==> src/sv/hrhp_pkg.sv <==
package hrhp_pkg;

  // Largest message size; byte offsets saturate one below it, and never above 16 bits.
  localparam int unsigned MAX_MESSAGE_BYTES = 65536;
  localparam int unsigned POS_LIMIT_INT =
    ((MAX_MESSAGE_BYTES - 1) > 65535) ? 65535 : (MAX_MESSAGE_BYTES - 1);
  localparam logic [15:0] POS_LIMIT = 16'(POS_LIMIT_INT);

  localparam logic [7:0] CH_NUL   = 8'h00;
  localparam logic [7:0] CH_LF    = 8'h0A;
  localparam logic [7:0] CH_CR    = 8'h0D;
  localparam logic [7:0] CH_SPACE = 8'h20;
  localparam logic [7:0] CH_DASH  = 8'h2D;
  localparam logic [7:0] CH_DOT   = 8'h2E;
  localparam logic [7:0] CH_SLASH = 8'h2F;
  localparam logic [7:0] CH_COLON = 8'h3A;
  localparam logic [7:0] CH_H     = 8'h48;
  localparam logic [7:0] CH_P     = 8'h50;
  localparam logic [7:0] CH_T     = 8'h54;
  localparam logic [7:0] CH_UNDER = 8'h5F;

  typedef enum logic [1:0] {
    PH_STATUS = 2'd0,
    PH_HEADER = 2'd1,
    PH_BODY   = 2'd2,
    PH_ERROR  = 2'd3
  } phase_e;

  typedef enum logic [3:0] {
    SS_H      = 4'd0,
    SS_T1     = 4'd1,
    SS_T2     = 4'd2,
    SS_P      = 4'd3,
    SS_SLASH  = 4'd4,
    SS_MAJOR  = 4'd5,
    SS_DOT    = 4'd6,
    SS_MINOR  = 4'd7,
    SS_SEP1   = 4'd8,
    SS_CODE0  = 4'd9,
    SS_CODE1  = 4'd10,
    SS_CODE2  = 4'd11,
    SS_SEP2   = 4'd12,
    SS_REASON = 4'd13,
    SS_LF     = 4'd14,
    SS_FAILED = 4'd15
  } status_step_e;

  typedef enum logic [2:0] {
    HS_LINE_START = 3'd0,
    HS_NAME       = 3'd1,
    HS_VALUE_WAIT = 3'd2,
    HS_VALUE      = 3'd3,
    HS_TRAIL      = 3'd4,
    HS_CR         = 3'd5,
    HS_BLANK_CR   = 3'd6
  } header_step_e;

  typedef enum logic [2:0] {
    EV_MORE       = 3'd0,
    EV_STATUS     = 3'd1,
    EV_LINE       = 3'd2,
    EV_HEAD       = 3'd3,
    EV_STATUS_ERR = 3'd4,
    EV_HDR_ERR    = 3'd5,
    EV_BODY       = 3'd6
  } event_e;

  typedef struct packed {
    event_e      event_res;
    logic [3:0]  version_major;
    logic [3:0]  version_minor;
    logic [9:0]  status_value;
    logic        line_valid;
    logic [15:0] name_offset;
    logic [15:0] name_length;
    logic [15:0] value_offset;
    logic [15:0] value_length;
    logic [15:0] byte_position;
  } result_t;

  function automatic logic is_digit(input logic [7:0] c);
    return (c >= 8'h30) && (c <= 8'h39);
  endfunction

  function automatic logic is_name_char(input logic [7:0] c);
    return is_digit(c) || ((c >= 8'h41) && (c <= 8'h5A)) ||
           ((c >= 8'h61) && (c <= 8'h7A)) || (c == CH_DASH) || (c == CH_UNDER);
  endfunction

  // Expected byte for each step of the "HTTP/" prefix.
  function automatic logic [7:0] lead_char(input status_step_e s);
    logic [7:0] c;
    case (s)
      SS_H:    c = CH_H;
      SS_T1:   c = CH_T;
      SS_T2:   c = CH_T;
      SS_P:    c = CH_P;
      default: c = CH_SLASH;
    endcase
    return c;
  endfunction

endpackage

==> src/sv/http_response_head_parser_top.sv <==
// Output: a result transfer is offered in the cycle after its input byte is accepted when the
// result register is free; a result that meets a held result register waits in the skid stage
// and is offered in the cycle after the held one leaves.
// Throughput: one byte per cycle while in_stall_o is low; the per-byte state update is one pass
// of combinational logic from the parser state registers to the result register.
// Reset: rst_ni is asynchronous and active low; it returns the parser to the start
// of the status line and empties the result register and the skid stage.
module http_response_head_parser_top (
  input  logic        clk_i,
  input  logic        rst_ni,
  input  logic        in_valid_i,
  output logic        in_stall_o,
  input  logic [7:0]  data_byte_i,
  input  logic        message_start_i,
  output logic        out_valid_o,
  input  logic        out_stall_i,
  output logic [2:0]  event_res_o,
  output logic [3:0]  version_major_o,
  output logic [3:0]  version_minor_o,
  output logic [9:0]  status_value_o,
  output logic        line_valid_o,
  output logic [15:0] name_offset_o,
  output logic [15:0] name_length_o,
  output logic [15:0] value_offset_o,
  output logic [15:0] value_length_o,
  output logic [15:0] byte_position_o
);
  import hrhp_pkg::*;

  // Parser state. Each register has a "base" view: the stored value, or its
  // reset value when the accepted byte carries message_start.
  phase_e       phase_q, phase_d, phase_b;
  status_step_e sstep_q, sstep_d, sstep_b;
  header_step_e hstep_q, hstep_d, hstep_b;
  logic [3:0]   major_q, major_d, major_b;
  logic [3:0]   minor_q, minor_d, minor_b;
  logic [9:0]   code_q, code_d, code_b;
  logic [15:0]  pos_q, pos_d, pos_b;
  logic [15:0]  nbeg_q, nbeg_d, nbeg_b;
  logic [15:0]  nfin_q, nfin_d, nfin_b;
  logic [15:0]  vbeg_q, vbeg_d, vbeg_b;
  logic [15:0]  vfin_q, vfin_d, vfin_b;
  logic [15:0]  rbeg_q, rbeg_d, rbeg_b;
  logic         name_ok_q, name_ok_d, name_ok_b;

  logic [13:0]  code_sum;
  logic         status_fail;
  logic         status_done;
  logic         line_end;
  result_t      res;

  // Output side: a result register and one skid stage behind it.
  result_t      out_q, out_d;
  result_t      skid_q, skid_d;
  logic         out_valid_q, out_valid_d;
  logic         skid_valid_q, skid_valid_d;
  logic         in_accept;
  logic         out_free;

  // The skid stage is only ever filled while the result register is held, so
  // the input can keep taking bytes until both are full.
  assign in_stall_o = skid_valid_q;
  assign in_accept  = in_valid_i && !skid_valid_q;
  assign out_free   = !out_valid_q || !out_stall_i;

  always_comb begin
    phase_b   = message_start_i ? PH_STATUS     : phase_q;
    sstep_b   = message_start_i ? SS_H          : sstep_q;
    hstep_b   = message_start_i ? HS_LINE_START : hstep_q;
    major_b   = message_start_i ? 4'd0  : major_q;
    minor_b   = message_start_i ? 4'd0  : minor_q;
    code_b    = message_start_i ? 10'd0 : code_q;
    pos_b     = message_start_i ? 16'd0 : pos_q;
    nbeg_b    = message_start_i ? 16'd0 : nbeg_q;
    nfin_b    = message_start_i ? 16'd0 : nfin_q;
    vbeg_b    = message_start_i ? 16'd0 : vbeg_q;
    vfin_b    = message_start_i ? 16'd0 : vfin_q;
    rbeg_b    = message_start_i ? 16'd0 : rbeg_q;
    name_ok_b = message_start_i ? 1'b1  : name_ok_q;

    phase_d   = phase_b;
    sstep_d   = sstep_b;
    hstep_d   = hstep_b;
    major_d   = major_b;
    minor_d   = minor_b;
    code_d    = code_b;
    nbeg_d    = nbeg_b;
    nfin_d    = nfin_b;
    vbeg_d    = vbeg_b;
    vfin_d    = vfin_b;
    rbeg_d    = rbeg_b;
    name_ok_d = name_ok_b;
    pos_d     = (pos_b < POS_LIMIT) ? pos_b + 16'd1 : pos_b;

    // code * 10 + digit, kept to ten bits.
    code_sum    = {1'b0, code_b, 3'b000} + {3'b000, code_b, 1'b0} +
                  {10'd0, data_byte_i[3:0]};
    status_fail = 1'b0;
    status_done = 1'b0;
    line_end    = 1'b0;

    res               = '0;
    res.event_res     = EV_MORE;
    res.byte_position = pos_b;

    case (phase_b)
      PH_STATUS: begin
        case (sstep_b)
          SS_H, SS_T1, SS_T2, SS_P, SS_SLASH: begin
            if (data_byte_i == lead_char(sstep_b)) begin
              sstep_d = status_step_e'(4'(sstep_b + 4'd1));
            end else begin
              status_fail = 1'b1;
            end
          end
          SS_MAJOR, SS_MINOR: begin
            if (is_digit(data_byte_i)) begin
              if (sstep_b == SS_MAJOR) begin
                major_d = data_byte_i[3:0];
              end else begin
                minor_d = data_byte_i[3:0];
              end
              sstep_d = status_step_e'(4'(sstep_b + 4'd1));
            end else begin
              status_fail = 1'b1;
            end
          end
          SS_DOT: begin
            if (data_byte_i == CH_DOT) begin
              sstep_d = SS_MINOR;
            end else begin
              status_fail = 1'b1;
            end
          end
          SS_SEP1: begin
            if (data_byte_i >= CH_SPACE) begin
              sstep_d = SS_CODE0;
            end else begin
              status_fail = 1'b1;
            end
          end
          SS_CODE0, SS_CODE1, SS_CODE2: begin
            if (is_digit(data_byte_i)) begin
              code_d  = code_sum[9:0];
              sstep_d = status_step_e'(4'(sstep_b + 4'd1));
            end else begin
              status_fail = 1'b1;
            end
          end
          SS_SEP2: begin
            if (data_byte_i >= CH_SPACE) begin
              sstep_d = SS_REASON;
              rbeg_d  = (pos_b < POS_LIMIT) ? pos_b + 16'd1 : pos_b;
            end else begin
              status_fail = 1'b1;
            end
          end
          SS_REASON: begin
            if (data_byte_i == CH_CR) begin
              vfin_d  = pos_b;
              sstep_d = SS_LF;
            end else if (data_byte_i == CH_LF) begin
              vfin_d      = pos_b;
              status_done = 1'b1;
            end
          end
          SS_LF: begin
            if (data_byte_i == CH_LF) begin
              status_done = 1'b1;
            end else begin
              status_fail = 1'b1;
            end
          end
          default: begin
            status_fail = 1'b1;
          end
        endcase
        if (status_fail) begin
          phase_d = PH_ERROR;
          sstep_d = SS_FAILED;
        end
        if (status_done) begin
          phase_d          = PH_HEADER;
          hstep_d          = HS_LINE_START;
          res.event_res    = EV_STATUS;
          res.value_offset = rbeg_d;
          res.value_length = vfin_d - rbeg_d;
        end
      end

      PH_HEADER: begin
        case (hstep_b)
          HS_LINE_START: begin
            nbeg_d = pos_b;
            if (data_byte_i == CH_CR) begin
              hstep_d = HS_BLANK_CR;
            end else if (data_byte_i == CH_LF) begin
              phase_d       = PH_BODY;
              res.event_res = EV_HEAD;
            end else if (data_byte_i == CH_NUL) begin
              phase_d = PH_ERROR;
            end else begin
              hstep_d = HS_NAME;
              if (!is_name_char(data_byte_i)) begin
                name_ok_d = 1'b0;
              end
            end
          end
          HS_NAME: begin
            if (is_name_char(data_byte_i)) begin
              hstep_d = HS_NAME;
            end else if (data_byte_i == CH_COLON) begin
              nfin_d  = pos_b;
              hstep_d = HS_VALUE_WAIT;
            end else if ((data_byte_i == CH_CR) || (data_byte_i == CH_LF)) begin
              // A line without a colon is all name, with an empty value at its end.
              nfin_d = pos_b;
              vbeg_d = pos_b;
              vfin_d = pos_b;
              if (data_byte_i == CH_CR) begin
                hstep_d = HS_CR;
              end else begin
                line_end = 1'b1;
              end
            end else if (data_byte_i == CH_NUL) begin
              phase_d = PH_ERROR;
            end else begin
              name_ok_d = 1'b0;
            end
          end
          HS_VALUE_WAIT: begin
            if (data_byte_i == CH_SPACE) begin
              hstep_d = HS_VALUE_WAIT;
            end else if ((data_byte_i == CH_CR) || (data_byte_i == CH_LF)) begin
              vbeg_d = pos_b;
              vfin_d = pos_b;
              if (data_byte_i == CH_CR) begin
                hstep_d = HS_CR;
              end else begin
                line_end = 1'b1;
              end
            end else if (data_byte_i == CH_NUL) begin
              phase_d = PH_ERROR;
            end else begin
              vbeg_d  = pos_b;
              hstep_d = HS_VALUE;
            end
          end
          HS_VALUE: begin
            // The value end is marked at the first of any trailing spaces.
            if (data_byte_i == CH_SPACE) begin
              vfin_d  = pos_b;
              hstep_d = HS_TRAIL;
            end else if (data_byte_i == CH_CR) begin
              vfin_d  = pos_b;
              hstep_d = HS_CR;
            end else if (data_byte_i == CH_LF) begin
              vfin_d   = pos_b;
              line_end = 1'b1;
            end else if (data_byte_i == CH_NUL) begin
              phase_d = PH_ERROR;
            end
          end
          HS_TRAIL: begin
            if (data_byte_i == CH_SPACE) begin
              hstep_d = HS_TRAIL;
            end else if (data_byte_i == CH_CR) begin
              hstep_d = HS_CR;
            end else if (data_byte_i == CH_LF) begin
              line_end = 1'b1;
            end else if (data_byte_i == CH_NUL) begin
              phase_d = PH_ERROR;
            end else begin
              hstep_d = HS_VALUE;
            end
          end
          HS_CR: begin
            // Extra CR bytes before the LF are skipped.
            if (data_byte_i == CH_LF) begin
              line_end = 1'b1;
            end else if (data_byte_i != CH_CR) begin
              phase_d = PH_ERROR;
            end
          end
          default: begin
            // CR of the blank line: only LF may follow.
            if (data_byte_i == CH_LF) begin
              phase_d       = PH_BODY;
              res.event_res = EV_HEAD;
            end else begin
              phase_d = PH_ERROR;
            end
          end
        endcase
        if (line_end) begin
          res.event_res    = EV_LINE;
          res.line_valid   = name_ok_d;
          res.name_offset  = nbeg_d;
          res.name_length  = nfin_d - nbeg_d;
          res.value_offset = vbeg_d;
          res.value_length = vfin_d - vbeg_d;
          name_ok_d        = 1'b1;
          hstep_d          = HS_LINE_START;
        end
      end

      PH_BODY: begin
        res.event_res = EV_BODY;
      end

      default: begin
        res.event_res = EV_MORE;
      end
    endcase

    // Errors stick; the kind is told apart by the status step.
    if (phase_d == PH_ERROR) begin
      res.event_res = (sstep_d == SS_FAILED) ? EV_STATUS_ERR : EV_HDR_ERR;
    end

    res.version_major = major_d;
    res.version_minor = minor_d;
    res.status_value  = code_d;
  end

  always_ff @(posedge clk_i or negedge rst_ni) begin
    if (!rst_ni) begin
      phase_q   <= PH_STATUS;
      sstep_q   <= SS_H;
      hstep_q   <= HS_LINE_START;
      major_q   <= 4'd0;
      minor_q   <= 4'd0;
      code_q    <= 10'd0;
      pos_q     <= 16'd0;
      nbeg_q    <= 16'd0;
      nfin_q    <= 16'd0;
      vbeg_q    <= 16'd0;
      vfin_q    <= 16'd0;
      rbeg_q    <= 16'd0;
      name_ok_q <= 1'b1;
    end else if (in_accept) begin
      phase_q   <= phase_d;
      sstep_q   <= sstep_d;
      hstep_q   <= hstep_d;
      major_q   <= major_d;
      minor_q   <= minor_d;
      code_q    <= code_d;
      pos_q     <= pos_d;
      nbeg_q    <= nbeg_d;
      nfin_q    <= nfin_d;
      vbeg_q    <= vbeg_d;
      vfin_q    <= vfin_d;
      rbeg_q    <= rbeg_d;
      name_ok_q <= name_ok_d;
    end
  end

  // Result register and skid stage steering. When the result register can
  // move, it takes the skid entry first, else the fresh result; a fresh
  // result that finds the register held goes into the skid stage.
  always_comb begin
    out_d        = out_q;
    skid_d       = skid_q;
    out_valid_d  = out_valid_q;
    skid_valid_d = skid_valid_q;
    if (out_free) begin
      if (skid_valid_q) begin
        out_d        = skid_q;
        out_valid_d  = 1'b1;
        skid_valid_d = 1'b0;
      end else begin
        out_d       = res;
        out_valid_d = in_accept;
      end
    end else if (in_accept) begin
      skid_d       = res;
      skid_valid_d = 1'b1;
    end
  end

  always_ff @(posedge clk_i or negedge rst_ni) begin
    if (!rst_ni) begin
      out_valid_q  <= 1'b0;
      skid_valid_q <= 1'b0;
    end else begin
      out_valid_q  <= out_valid_d;
      skid_valid_q <= skid_valid_d;
    end
  end

  always_ff @(posedge clk_i) begin
    out_q  <= out_d;
    skid_q <= skid_d;
  end

  assign out_valid_o     = out_valid_q;
  assign event_res_o     = out_q.event_res;
  assign version_major_o = out_q.version_major;
  assign version_minor_o = out_q.version_minor;
  assign status_value_o  = out_q.status_value;
  assign line_valid_o    = out_q.line_valid;
  assign name_offset_o   = out_q.name_offset;
  assign name_length_o   = out_q.name_length;
  assign value_offset_o  = out_q.value_offset;
  assign value_length_o  = out_q.value_length;
  assign byte_position_o = out_q.byte_position;

endmodule

==> config.mk <==
export PLATFORM = sky130hd
export DESIGN_NAME = http_response_head_parser_top
export DESIGN_NICKNAME = d
export VERILOG_FILES = /design/src/sv/hrhp_pkg.sv /design/src/sv/http_response_head_parser_top.sv
export SDC_FILE = /design/constraint.sdc
export NUM_CORES = 1
export LEC_CHECK = 0
export BUFFER_PORTS_ARGS = -buffer_cell sky130_fd_sc_hd__buf_4
export CORE_MARGIN = 5
export CORE_UTILIZATION = 60
export DETAILED_ROUTE_END_ITERATION = 8
export GPL_TIMING_DRIVEN = 0
export PLACE_DENSITY = 0.89
export SLEW_MARGIN = 20
export SYNTH_ARGS = -nofsm -noshare
export SYNTH_HDL_FRONTEND = slang
export SYNTH_SLANG_ARGS = --single-unit
==> constraint.sdc <==
create_clock -name clk_i -period 18.34 [get_ports clk_i]
set_input_delay 0.917 -clock clk_i [delete_from_list [all_inputs] [get_ports clk_i]]
set_output_delay 0.917 -clock clk_i [all_outputs]
set_load 0.005 [all_outputs]
==> results of run 1 <==
Yosys cell counts (10+ instances only):
cell type and instances:
buf_2 30, nand2_1 338, dfrtp_1 125, edfxtp_1 204, a21oi_1 102, nand3_1 28, ha_1 65, o22ai_1 17
xnor2_1 28, nor2b_1 37, inv_1 45, nor2_1 181, clkbuf_1 91, and3_1 14, nand2b_1 15, a32oi_1 10
a221oi_1 16, mux2i_1 43, o211ai_1 14, a22o_1 14, o21ai_0 129, xor2_1 20, a21o_1 16, mux2_2 69
a22oi_1 18, nor3_1 35, o21a_1 17, a211oi_1 11, a31oi_1 15, o31ai_1 36
through the flow:
step	instance area (µm²)	hold slack, ns	util, %
2_1_floorplan	19210	0.4380	-
4_1_cts	21870	0.2802	69.31
3_5_place_dp	20730	0.4546	65.70
5_1_grt	21870	0.2897	69.31
6_report	21870	0.2716	69.31
3_3_place_gp	20570	0.4503	65.20
final cells by class:
type | instances | area, µm² | area share (%)
plain buffers | 132 | 559.3 | 2.557
clock buffers | 50 | 1016 | 4.645
clock inverters | 16 | 121.4 | 0.5549
inverters | 45 | 168.9 | 0.7723
multi-input cells | 1457 | 9225 | 42.18
flip-flops and latches | 330 | 9280 | 42.43
well taps | 402 | 503.0 | 2.300
repair buffers | 122 | 998.5 | 4.565
cells by family (layout without fill, tap and decap cells):
logic type | after synthesis | count (layout)
buffers and inverters | 177 | 365
XOR/XNOR | 49 | 49
adder cells (fa/ha/maj) | 70 | 70
AO/OA/AOI/OAI | 497 | 497
flip-flops | 330 | 330
AND/OR/NAND/NOR | 729 | 729
multiplexers | 112 | 112
power groups by stage:
stage / Combinational [mW] / Clock (mW) / Sequential [mW]
floorplan: 0.485 / 0 / 0.917
global placement: 0.692 / 0 / 0.922
detailed placement: 0.719 / 0 / 0.920
CTS: 0.724 / 0.709 / 0.906
global route: 0.803 / 0.744 / 0.913
finish: 0.748 / 0.709 / 0.907
layer usage:
layer  vias to the layer above  part of all wire [%]
li1                       7472                     -
met1                      8194                    39
met5                         -                 0.064
met2                      1176                    44
met3                       226                    12
met4                         3                   4.8
state kept, by name, summed over array words and instances, names as in the netlist, 2 cells and up:
name	cells
byte_position_o	16
code_q	10
event_res_o	3
hstep_q	3
major_q	4
minor_q	4
name_length_o	16
name_offset_o	16
nbeg_q	16
nfin_q	16
phase_q	2
pos_q	16
rbeg_q	16
skid_q	102
sstep_q	4
status_value_o	10
value_length_o	16
value_offset_o	16
vbeg_q	16
version_major_o	4
version_minor_o	4
vfin_q	16
worst max-delay path, stage by stage:
cell and delay (ns):
buf_4 0.12, buf_2 0.28, buf_2 0.32, buf_2 0.32
buf_1 0.59, clkbuf_1 0.64, clkbuf_1 0.61, nor2b_1 0.28
ha_1 0.35, nand3_1 0.18, nor4_1 0.17, a211oi_1 0.64
nand3_1 0.29, o32a_1 0.46, ha_1 0.41, and2_1 0.22
nand4_1 0.15, a211oi_1 0.52, nor3_1 0.20, o31ai_1 0.35
xor2_1 0.21, o22ai_2 0.10, mux2_2 0.29
how the worst max path moves through the flow:
stage / startpoint / to / slack [ns] / depth (start not counted)
after floorplan: out_stall_i / skid_q[0] / 9.97 / 2
after global placement: out_stall_i / skid_q[42] / 6.29 / 3
after detailed placement: message_start_i / value_length_o[15] / 9.79 / 23
after CTS: message_start_i / value_length_o[15] / 10.28 / 23
after global routing: message_start_i / value_length_o[15] / 9.74 / 23
final: message_start_i / value_length_o[15] / 10.01 / 23
==> flow_summary.toml, run 1 <==
[run_status]
outcome = "completed"

[setup_path]
rr_startpoint = "pos_q[0]"
startpoint_type = "input port"
worstRegToRegCells = 18
reg2reg_to = "value_length_o[15]"
critPathMaxFanout = 10
cp-end-kind = "register"
arrival_ns = 8.61
r2r_setup_slack_ns = 11.84
required_ns = 18.62
path_class = "input port to register"

[power_and_ir_drop]
p_leak_nw = 8.855
seq_power_share_pct = 38.4
power_density_nw_per_um2 = 108.1
p_comb_share_pct = 31.6
sw_frac_of_total_pct = 34.72
p_switching_mw = 0.8209
cellInternalPower_mw = 1.543
power_mw = 2.364
vdd_ir_drop_max_mv = 0.08736
clock_power_share_pct = 30.0

[flow_run]
maxCapViolCount = 0

[grt]
antenna_found_initial = 1
grt_pass1_vias = 16710
grt_start_max_net_pins = 88
met3_usage_pct = 8.813
grtUsageMet2_pct = 55.37
grt_util_met1_pct = 48.98
top_usage_layer = "met2"
grt_pass1_wl_mm = 99.04
grt_usage_pct = 35.75
grt_overflow = 0

[route]
vias = 17070
firstDrtPassIters = 6
wl_mm = 64.51
viasPerCell = 6.684
ant_nets = 0
route.detailed.drc = 0
drtIter0Drc = 2572
wl_per_cell_um = 25.26

[synth]
synth_top_family_by_area = "compound AO/OA/AOI/OAI gates"
synthTopCellsByArea = "edfxtp_1 (32%), dfrtp_1 (16%), nand2_1 (6.6%)"
synth_fa_ha_area_share_pct = 4.755
synth_top_area_share_pct = 31.89
synth-xor-area-share_pct = 2.306
yosys.area_share.simple_pct = 17.11
yosys_warnings = 0
synth_area_um2 = 19210
synth.avg_cell_area_um2 = 9.780
synthFlopType = "edfxtp_1"
syn_nets = 2047
synth_compound_area_share_pct = 17.44
syn_inst = 1964
synthMuxAreaShare_pct = 6.286
ys_ff_latch = 330
seq_area_frac_synth_pct = 48.31
synth_edf_count = 204
ys_types = 89
synth_top_cell_by_area = "edfxtp_1"
synthArstFlopShare_pct = 38.18

[clock_network]
cts_hold_buf = 0
cts_resized = 0
clk_transition_reported_paths_ns = 0.06
post_cts_buffers = 0
htreeDepth = 2
cts_tree = "built"
cts_root_buffer = "clkbuf_16"
insertion_delay_ns = 0.54
clkSinkCount = 330
cts_buffer_depth = 3
numCtsBuffers = 36

[sta]
max_freq_mhz = 120.1
maxSlewViolCount = 0
fin_skew_ns = 0.02757
setup_viol = 0
finalHoldViolCount = 0
period_needed_ns = 8.329
rsz0062_at_grt = "no"
finalCritPeriodShare_pct = 45.41
setup_slack_ns = 10.01
tightest_slew_ns = 1.127
relSlewSlack_pct = 24.21
finalSetupTns_ns = 0

[floorplanning]
rows = 65
start_util_pct = 60.87
die_y_um = 188.9
num_io_pins = 117
dieWidth_um = 188.9
core-area_um2 = 31560
dieArea_um2 = 35690

[placement]
placed_cells = 2488
portBuffers = 115
gp_congestion = 1.029
placement.setup.worst_slack_ns = 9.788
hpwl_mm = 47.79

[cells_and_area]
nFillCells = 2378
final_common_cell = "nand2_1"
layout_common_cells = "nand2_1 (337), edfxtp_1 (204), nor2_1 (179)"
drive_gt1_share_pct = 14.68
area_growth_pct = 13.87
stdcell_count = 2554
n_antenna_cell = 0
nets = 2207

[hold_path]
hp-class = "input port to asynchronous set/reset pin"
Note: power is estimated with default switching activity, not from simulation.
==> run 2, diff against run 1 <==
--- a/config.mk
+++ b/config.mk
@@ -7,10 +7,10 @@
 export LEC_CHECK = 0
 export BUFFER_PORTS_ARGS = -buffer_cell sky130_fd_sc_hd__buf_4
 export CORE_MARGIN = 5
-export CORE_UTILIZATION = 60
+export CORE_UTILIZATION = 56
 export DETAILED_ROUTE_END_ITERATION = 8
 export GPL_TIMING_DRIVEN = 0
-export PLACE_DENSITY = 0.89
+export PLACE_DENSITY = 0.87
 export SLEW_MARGIN = 20
 export SYNTH_ARGS = -nofsm -noshare
 export SYNTH_HDL_FRONTEND = slang
==> constraint.sdc (replaced) <==
create_clock -name clk_i -period 7.4 [get_ports clk_i]
set_input_delay 0.37 -clock clk_i [delete_from_list [all_inputs] [get_ports clk_i]]
set_output_delay 0.37 -clock clk_i [all_outputs]
set_load 0.005 [all_outputs]
==> flow_summary.toml, run 2 (synthesis gave the netlist of run 1 again) <==
[setup_path]
path_class = "input port to register"
worstRegToRegCells = 18
rr_startpoint = "pos_q[0]"
startpoint_type = "input port"
cp_slowest_stage_delay_ns = 0.74
required_ns = 7.68
slowest_stage = "nor4_2"
arrival_ns = 7.44
critPathMaxFanout = 19
r2r_setup_slack_ns = 1.14
reg2reg_to = "value_length_o[15]"
crit_chain = "buf_4, buf_2, buf_2, buf_2, clkbuf_2, clkbuf_2, nor2b_1, ha_1, nand3_1, nor4_2, a211oi_1, xnor2_1, nor2_1, a31oi_1, ha_1, clkbuf_1, nand4_1, a211oi_1, nor3_1, o31ai_1, xor2_1, o22ai_2, mux2_2"
cp-end-kind = "register"
startpoint = "message_start_i"
cpMostUsedCell = "buf_2"

[placement]
portBuffers = 115
placed_cells = 2534
dpl-instance-area_um2 = 20800
hpwl_mm = 47.07
gp_congestion = 0.9866

[clock_network]
cts_root_buffer = "clkbuf_16"
post_cts_buffers = 0
cts_tree = "built"
clkSinkCount = 330
numCtsBuffers = 37
htreeDepth = 2
clk_transition_reported_paths_ns = 0.06
insertion_delay_ns = 0.54
cts_buffer_depth = 3

[route]
route.detailed.drc = 0
firstDrtPassIters = 6
vias = 17080
viasPerCell = 6.565
drtIter0Drc = 2169
wl_mm = 64.53
wl_per_cell_um = 24.80
ant_nets = 0

[power_and_ir_drop]
vdd_ir_drop_max_mv = 0.2077
seq_power_share_pct = 37.9
cellInternalPower_mw = 3.900
p_switching_mw = 2.023
clock_power_share_pct = 31.2
p_comb_share_pct = 30.9
power_density_nw_per_um2 = 269.0
sw_frac_of_total_pct = 34.16
p_leak_nw = 8.897

[floorplanning]
rows = 67
core-area_um2 = 33700
dieArea_um2 = 38110
num_io_pins = 117
die_y_um = 195.2
dieWidth_um = 195.2
start_util_pct = 57.00

[flow_run]
maxCapViolCount = 0

[sta]
tightest_slew_ns = 1.133
maxSlewViolCount = 0
rsz0062_at_grt = "no"
fin_skew_ns = 0.02494
relSlewSlack_pct = 24.44
finalHoldViolCount = 0
setup_viol = 0
max_freq_mhz = 139.5
period_needed_ns = 7.167
finalCritPeriodShare_pct = 96.85
finalSetupTns_ns = 0

[cells_and_area]
top_register = "skid_q"
largest_register_ff_count = 102
finalInstanceArea_um2 = 22020
nets = 2207
drive_gt1_share_pct = 14.86
stdcell_count = 2602
area_growth_pct = 14.66
final_common_cell = "nand2_1"
layout_common_cells = "nand2_1 (337), edfxtp_1 (204), nor2_1 (180)"

[grt]
grt_overflow = 0
grt_usage_pct = 32.82
antenna_found_initial = 1
grt_pass1_vias = 16600
grt_start_max_net_pins = 106
grt_pass1_wl_mm = 97.46

[hold_path]
min_path_cells = 3
hp-class = "input port to register"
hold_end = "out_valid_o"
min_from = "in_valid_i"

[run_status]
outcome = "completed"
-- run 2: cell types whose count changed in the layout (fill, tap and decap cells not counted), moves of 2 or more --
| cell | before | now |
|---|---|---|
| clkbuf_1 | 101 | 96 |
| clkbuf_8 | 2 | 4 |
| inv_6 | 0 | 3 |
| nor4_1 | 6 | 4 |
| nor4_2 | 2 | 4 |
| clkbuf_2 | 0 | 2 |
| clkinv_1 | 4 | 7 |
| clkinv_2 | 6 | 2 |
-- run 2: how the worst max path moves through the flow --
stage / to / slack [ns] / cells after the start
2_1_floorplan: skid_q[0] / 0.78 / 2
3_3_place_gp: skid_q[34] / -1.89 / 3
3_5_place_dp: value_length_o[15] / -0.77 / 23
4_1_cts: value_length_o[15] / 0.002 / 23
5_1_grt: value_length_o[15] / 0.10 / 23
6_report: value_length_o[15] / 0.23 / 23
-- run 2: layer usage --
metal,GRT usage [%],vias up,wire length [µm]
met5,0,-,0
met4,14.58,0,3197
met3,9.478,214,7713
met2,50.57,1107,28490
met1,43.44,8273,25130
li1,-,7487,-
-- run 2: worst max-delay path, delay by kind of cell --
kind | cells | cell delay, ns
buffers and inverters | 7 | 1.94
XOR/XNOR | 2 | 0.48
multiplexers | 1 | 0.28
adder cells (fa/ha/maj) | 2 | 0.64
AND/OR/NAND/NOR | 6 | 1.85
AO/OA/AOI/OAI | 5 | 1.83
-- run 2: layout make-up --
class	instances	area, µm²
fillers	2664	11670
flip-flops and latches	330	9280
multi-input cells	1457	9244
clock buffers	51	1061
repair buffers	123	1008
well taps	448	560.5
plain buffers	130	554.3
inverters	45	168.9
clock inverters	17	145.1
diodes	1	2.502
-- run 2: power by group through the flow --
stage / Combinational (mW) / Clock, mW / Sequential [mW]
6_report: 1.83 / 1.85 / 2.25
5_1_grt: 1.97 / 1.93 / 2.26
4_1_cts: 1.78 / 1.85 / 2.25
3_5_place_dp: 1.77 / 0 / 2.28
3_3_place_gp: 1.71 / 0 / 2.28
2_1_floorplan: 1.20 / 0 / 2.27
-- run 2: what timing repair did --
item	4_1_cts	5_1_grt
endpoints found under the hold margin	31	0
hold buffers	1	0
pin swaps	0	0
resized for setup	2	3
endpoints found under the setup margin	4	13
-- run 2: metrics by stage --
step                setup slack, ns  total power [mW]  hold slack [ns]  util, %
floorplan                    0.7817             3.470          0.07441        -
global placement             -1.886             3.990           0.4514    61.23
detailed placement          -0.7668             4.046           0.2619    61.71
CTS                        0.002098             5.871          0.08575    65.34
global route                 0.1038             6.160          0.09603    65.36
finish                       0.2333             5.924           0.1003    65.36
==> run 3, diff against run 2 <==
--- a/config.mk
+++ b/config.mk
@@ -8,6 +8,7 @@
 export BUFFER_PORTS_ARGS = -buffer_cell sky130_fd_sc_hd__buf_4
 export CORE_MARGIN = 5
 export CORE_UTILIZATION = 56
+export CTS_BUF_LIST = sky130_fd_sc_hd__clkbuf_16
 export DETAILED_ROUTE_END_ITERATION = 8
 export GPL_TIMING_DRIVEN = 0
 export PLACE_DENSITY = 0.87
==> flow_summary.toml, run 3 (synthesis gave the netlist of run 1 again) <==
[floorplanning]
start_util_pct = 57.00
core-area_um2 = 33700
num_io_pins = 117
rows = 67
dieWidth_um = 195.2
die_y_um = 195.2
dieArea_um2 = 38110

[setup_path]
critPathMaxFanout = 19
path_class = "input port to register"
required_ns = 7.67
cp-end-kind = "register"
worstRegToRegCells = 18
startpoint_type = "input port"
critical-path-top-delay-family = "buffers and inverters"
crit_cells = 23
rr_startpoint = "pos_q[0]"
cpMostUsedCell = "buf_2"
slowest_stage = "nor4_2"
cp_slowest_stage_delay_ns = 0.76
r2r_setup_slack_ns = 1.17
critPathBufInv = 7
reg2reg_to = "value_length_o[15]"
arrival_ns = 7.44
crit_chain = "buf_4, buf_2, buf_2, buf_2, clkbuf_2, clkbuf_2, nor2b_1, ha_1, nand3_1, nor4_2, a211oi_1, xnor2_1, nor2_1, a31oi_1, ha_1, clkbuf_1, nand4_1, a211oi_1, nor3_1, o31ai_1, xor2_1, o22ai_2, mux2_2"

[route]
route.detailed.drc = 0
wl_per_cell_um = 24.73
vias = 17070
viasPerCell = 6.561
firstDrtPassIters = 7
ant_nets = 0
drtIter0Drc = 2335
wl_mm = 64.35

[cells_and_area]
top_register = "skid_q"
nets = 2207
drive_gt1_share_pct = 14.72
largest_register_ff_count = 102
area_growth_pct = 14.45
layout_common_cells = "nand2_1 (337), edfxtp_1 (204), nor2_1 (180)"
final_util_pct = 65.24
finalInstanceArea_um2 = 21980
final_common_cell = "nand2_1"
stdcell_count = 2602

[hold_path]
hp-class = "input port to register"
min_from = "in_valid_i"
hold_end = "out_valid_o"
min_path_cells = 3

[placement]
placed_cells = 2534
gp_congestion = 0.9866
placement.setup.worst_slack_ns = -0.7668
dpl-instance-area_um2 = 20800
hpwl_mm = 47.07
portBuffers = 115

[sta]
rsz0062_at_grt = "no"
tightest_slew_ns = 1.140
max_freq_mhz = 139.5
period_needed_ns = 7.169
setup_viol = 0
hold_slack_ns = 0.1008
finalSetupTns_ns = 0
finalHoldViolCount = 0
setup_slack_ns = 0.2315
relSlewSlack_pct = 24.02
finalCritPeriodShare_pct = 96.87
maxSlewViolCount = 0
fin_skew_ns = 0.02875

[clock_network]
cts_root_buffer = "clkbuf_16"
clk_transition_reported_paths_ns = 0.06
insertion_delay_ns = 0.54
htreeDepth = 2
cts_buffer_depth = 3
clkSinkCount = 330
cts_tree = "built"
numCtsBuffers = 37

[grt]
grt_usage_pct = 32.76
grt_overflow = 0
grt_start_max_net_pins = 106
grt_pass1_wl_mm = 97.28
grt_pass1_vias = 16560
antenna_found_initial = 1

[power_and_ir_drop]
p_leak_nw = 8.911
power_mw = 5.876
power_density_nw_per_um2 = 267.3
vdd_ir_drop_max_mv = 0.2073

[flow_run]
maxCapViolCount = 0

[run_status]
outcome = "completed"
-- run 3: cell count changes in the layout (fill, tap and decap cells not counted) --
cell | previous run | this run
inv_1 | 45 | 53
inv_2 | 0 | 1
clkbuf_1 | 96 | 88
clkbuf_8 | 4 | 0
clkinv_1 | 7 | 10
-- run 3: final cells by class --
class / instances / area, µm²
Antenna cell: 1 / 2.502
Buffer: 130 / 554.3
Clock buffer: 39 / 975.9
Clock inverter: 29 / 190.2
Fill cell: 2676 / 11720
Inverter: 45 / 168.9
Multi-Input combinational cell: 1457 / 9244
Sequential cell: 330 / 9280
Tap cell: 448 / 560.5
Timing Repair Buffer: 123 / 1008
-- run 3: report_power, final --
part	leakage [nW]	internal, mW	switching, mW	total [mW]
Combinational	4.63	0.663	1.17	1.83
Sequential	3.69	2.16	0.0875	2.25
Clock	0.593	1.03	0.771	1.80
-- run 3: how the worst max path moves through the flow --
stage	start	to	slack, ns
CTS	message_start_i	value_length_o[14]	0.19
global route	message_start_i	value_length_o[14]	0.14
finish	message_start_i	value_length_o[15]	0.23
floorplan	out_valid_o	skid_q[0]	0.78
global placement	out_stall_i	skid_q[34]	-1.89
detailed placement	message_start_i	value_length_o[15]	-0.77
-- run 3: worst min-delay path, cell delays in order --
cell and delay (ns):
buf_4 0.10, nor2_1 0.05, nand2_1 0.07
-- run 3: layer usage --
metal / GRT usage [%] / wire length (µm)
met1: 43.38 / 24660
met2: 50.43 / 28440
met3: 9.478 / 8019
met4: 14.58 / 3235
met5: 0 / 0
-- run 3: what timing repair did --
item                                    4_1_cts  5_1_grt
cloned                                        0        0
setup buffers                                 0        0
gates resized for setup                       2        3
endpoints found under the setup margin        4       12
hold buffers                                  1        0
hold endpoints to repair                     31        0
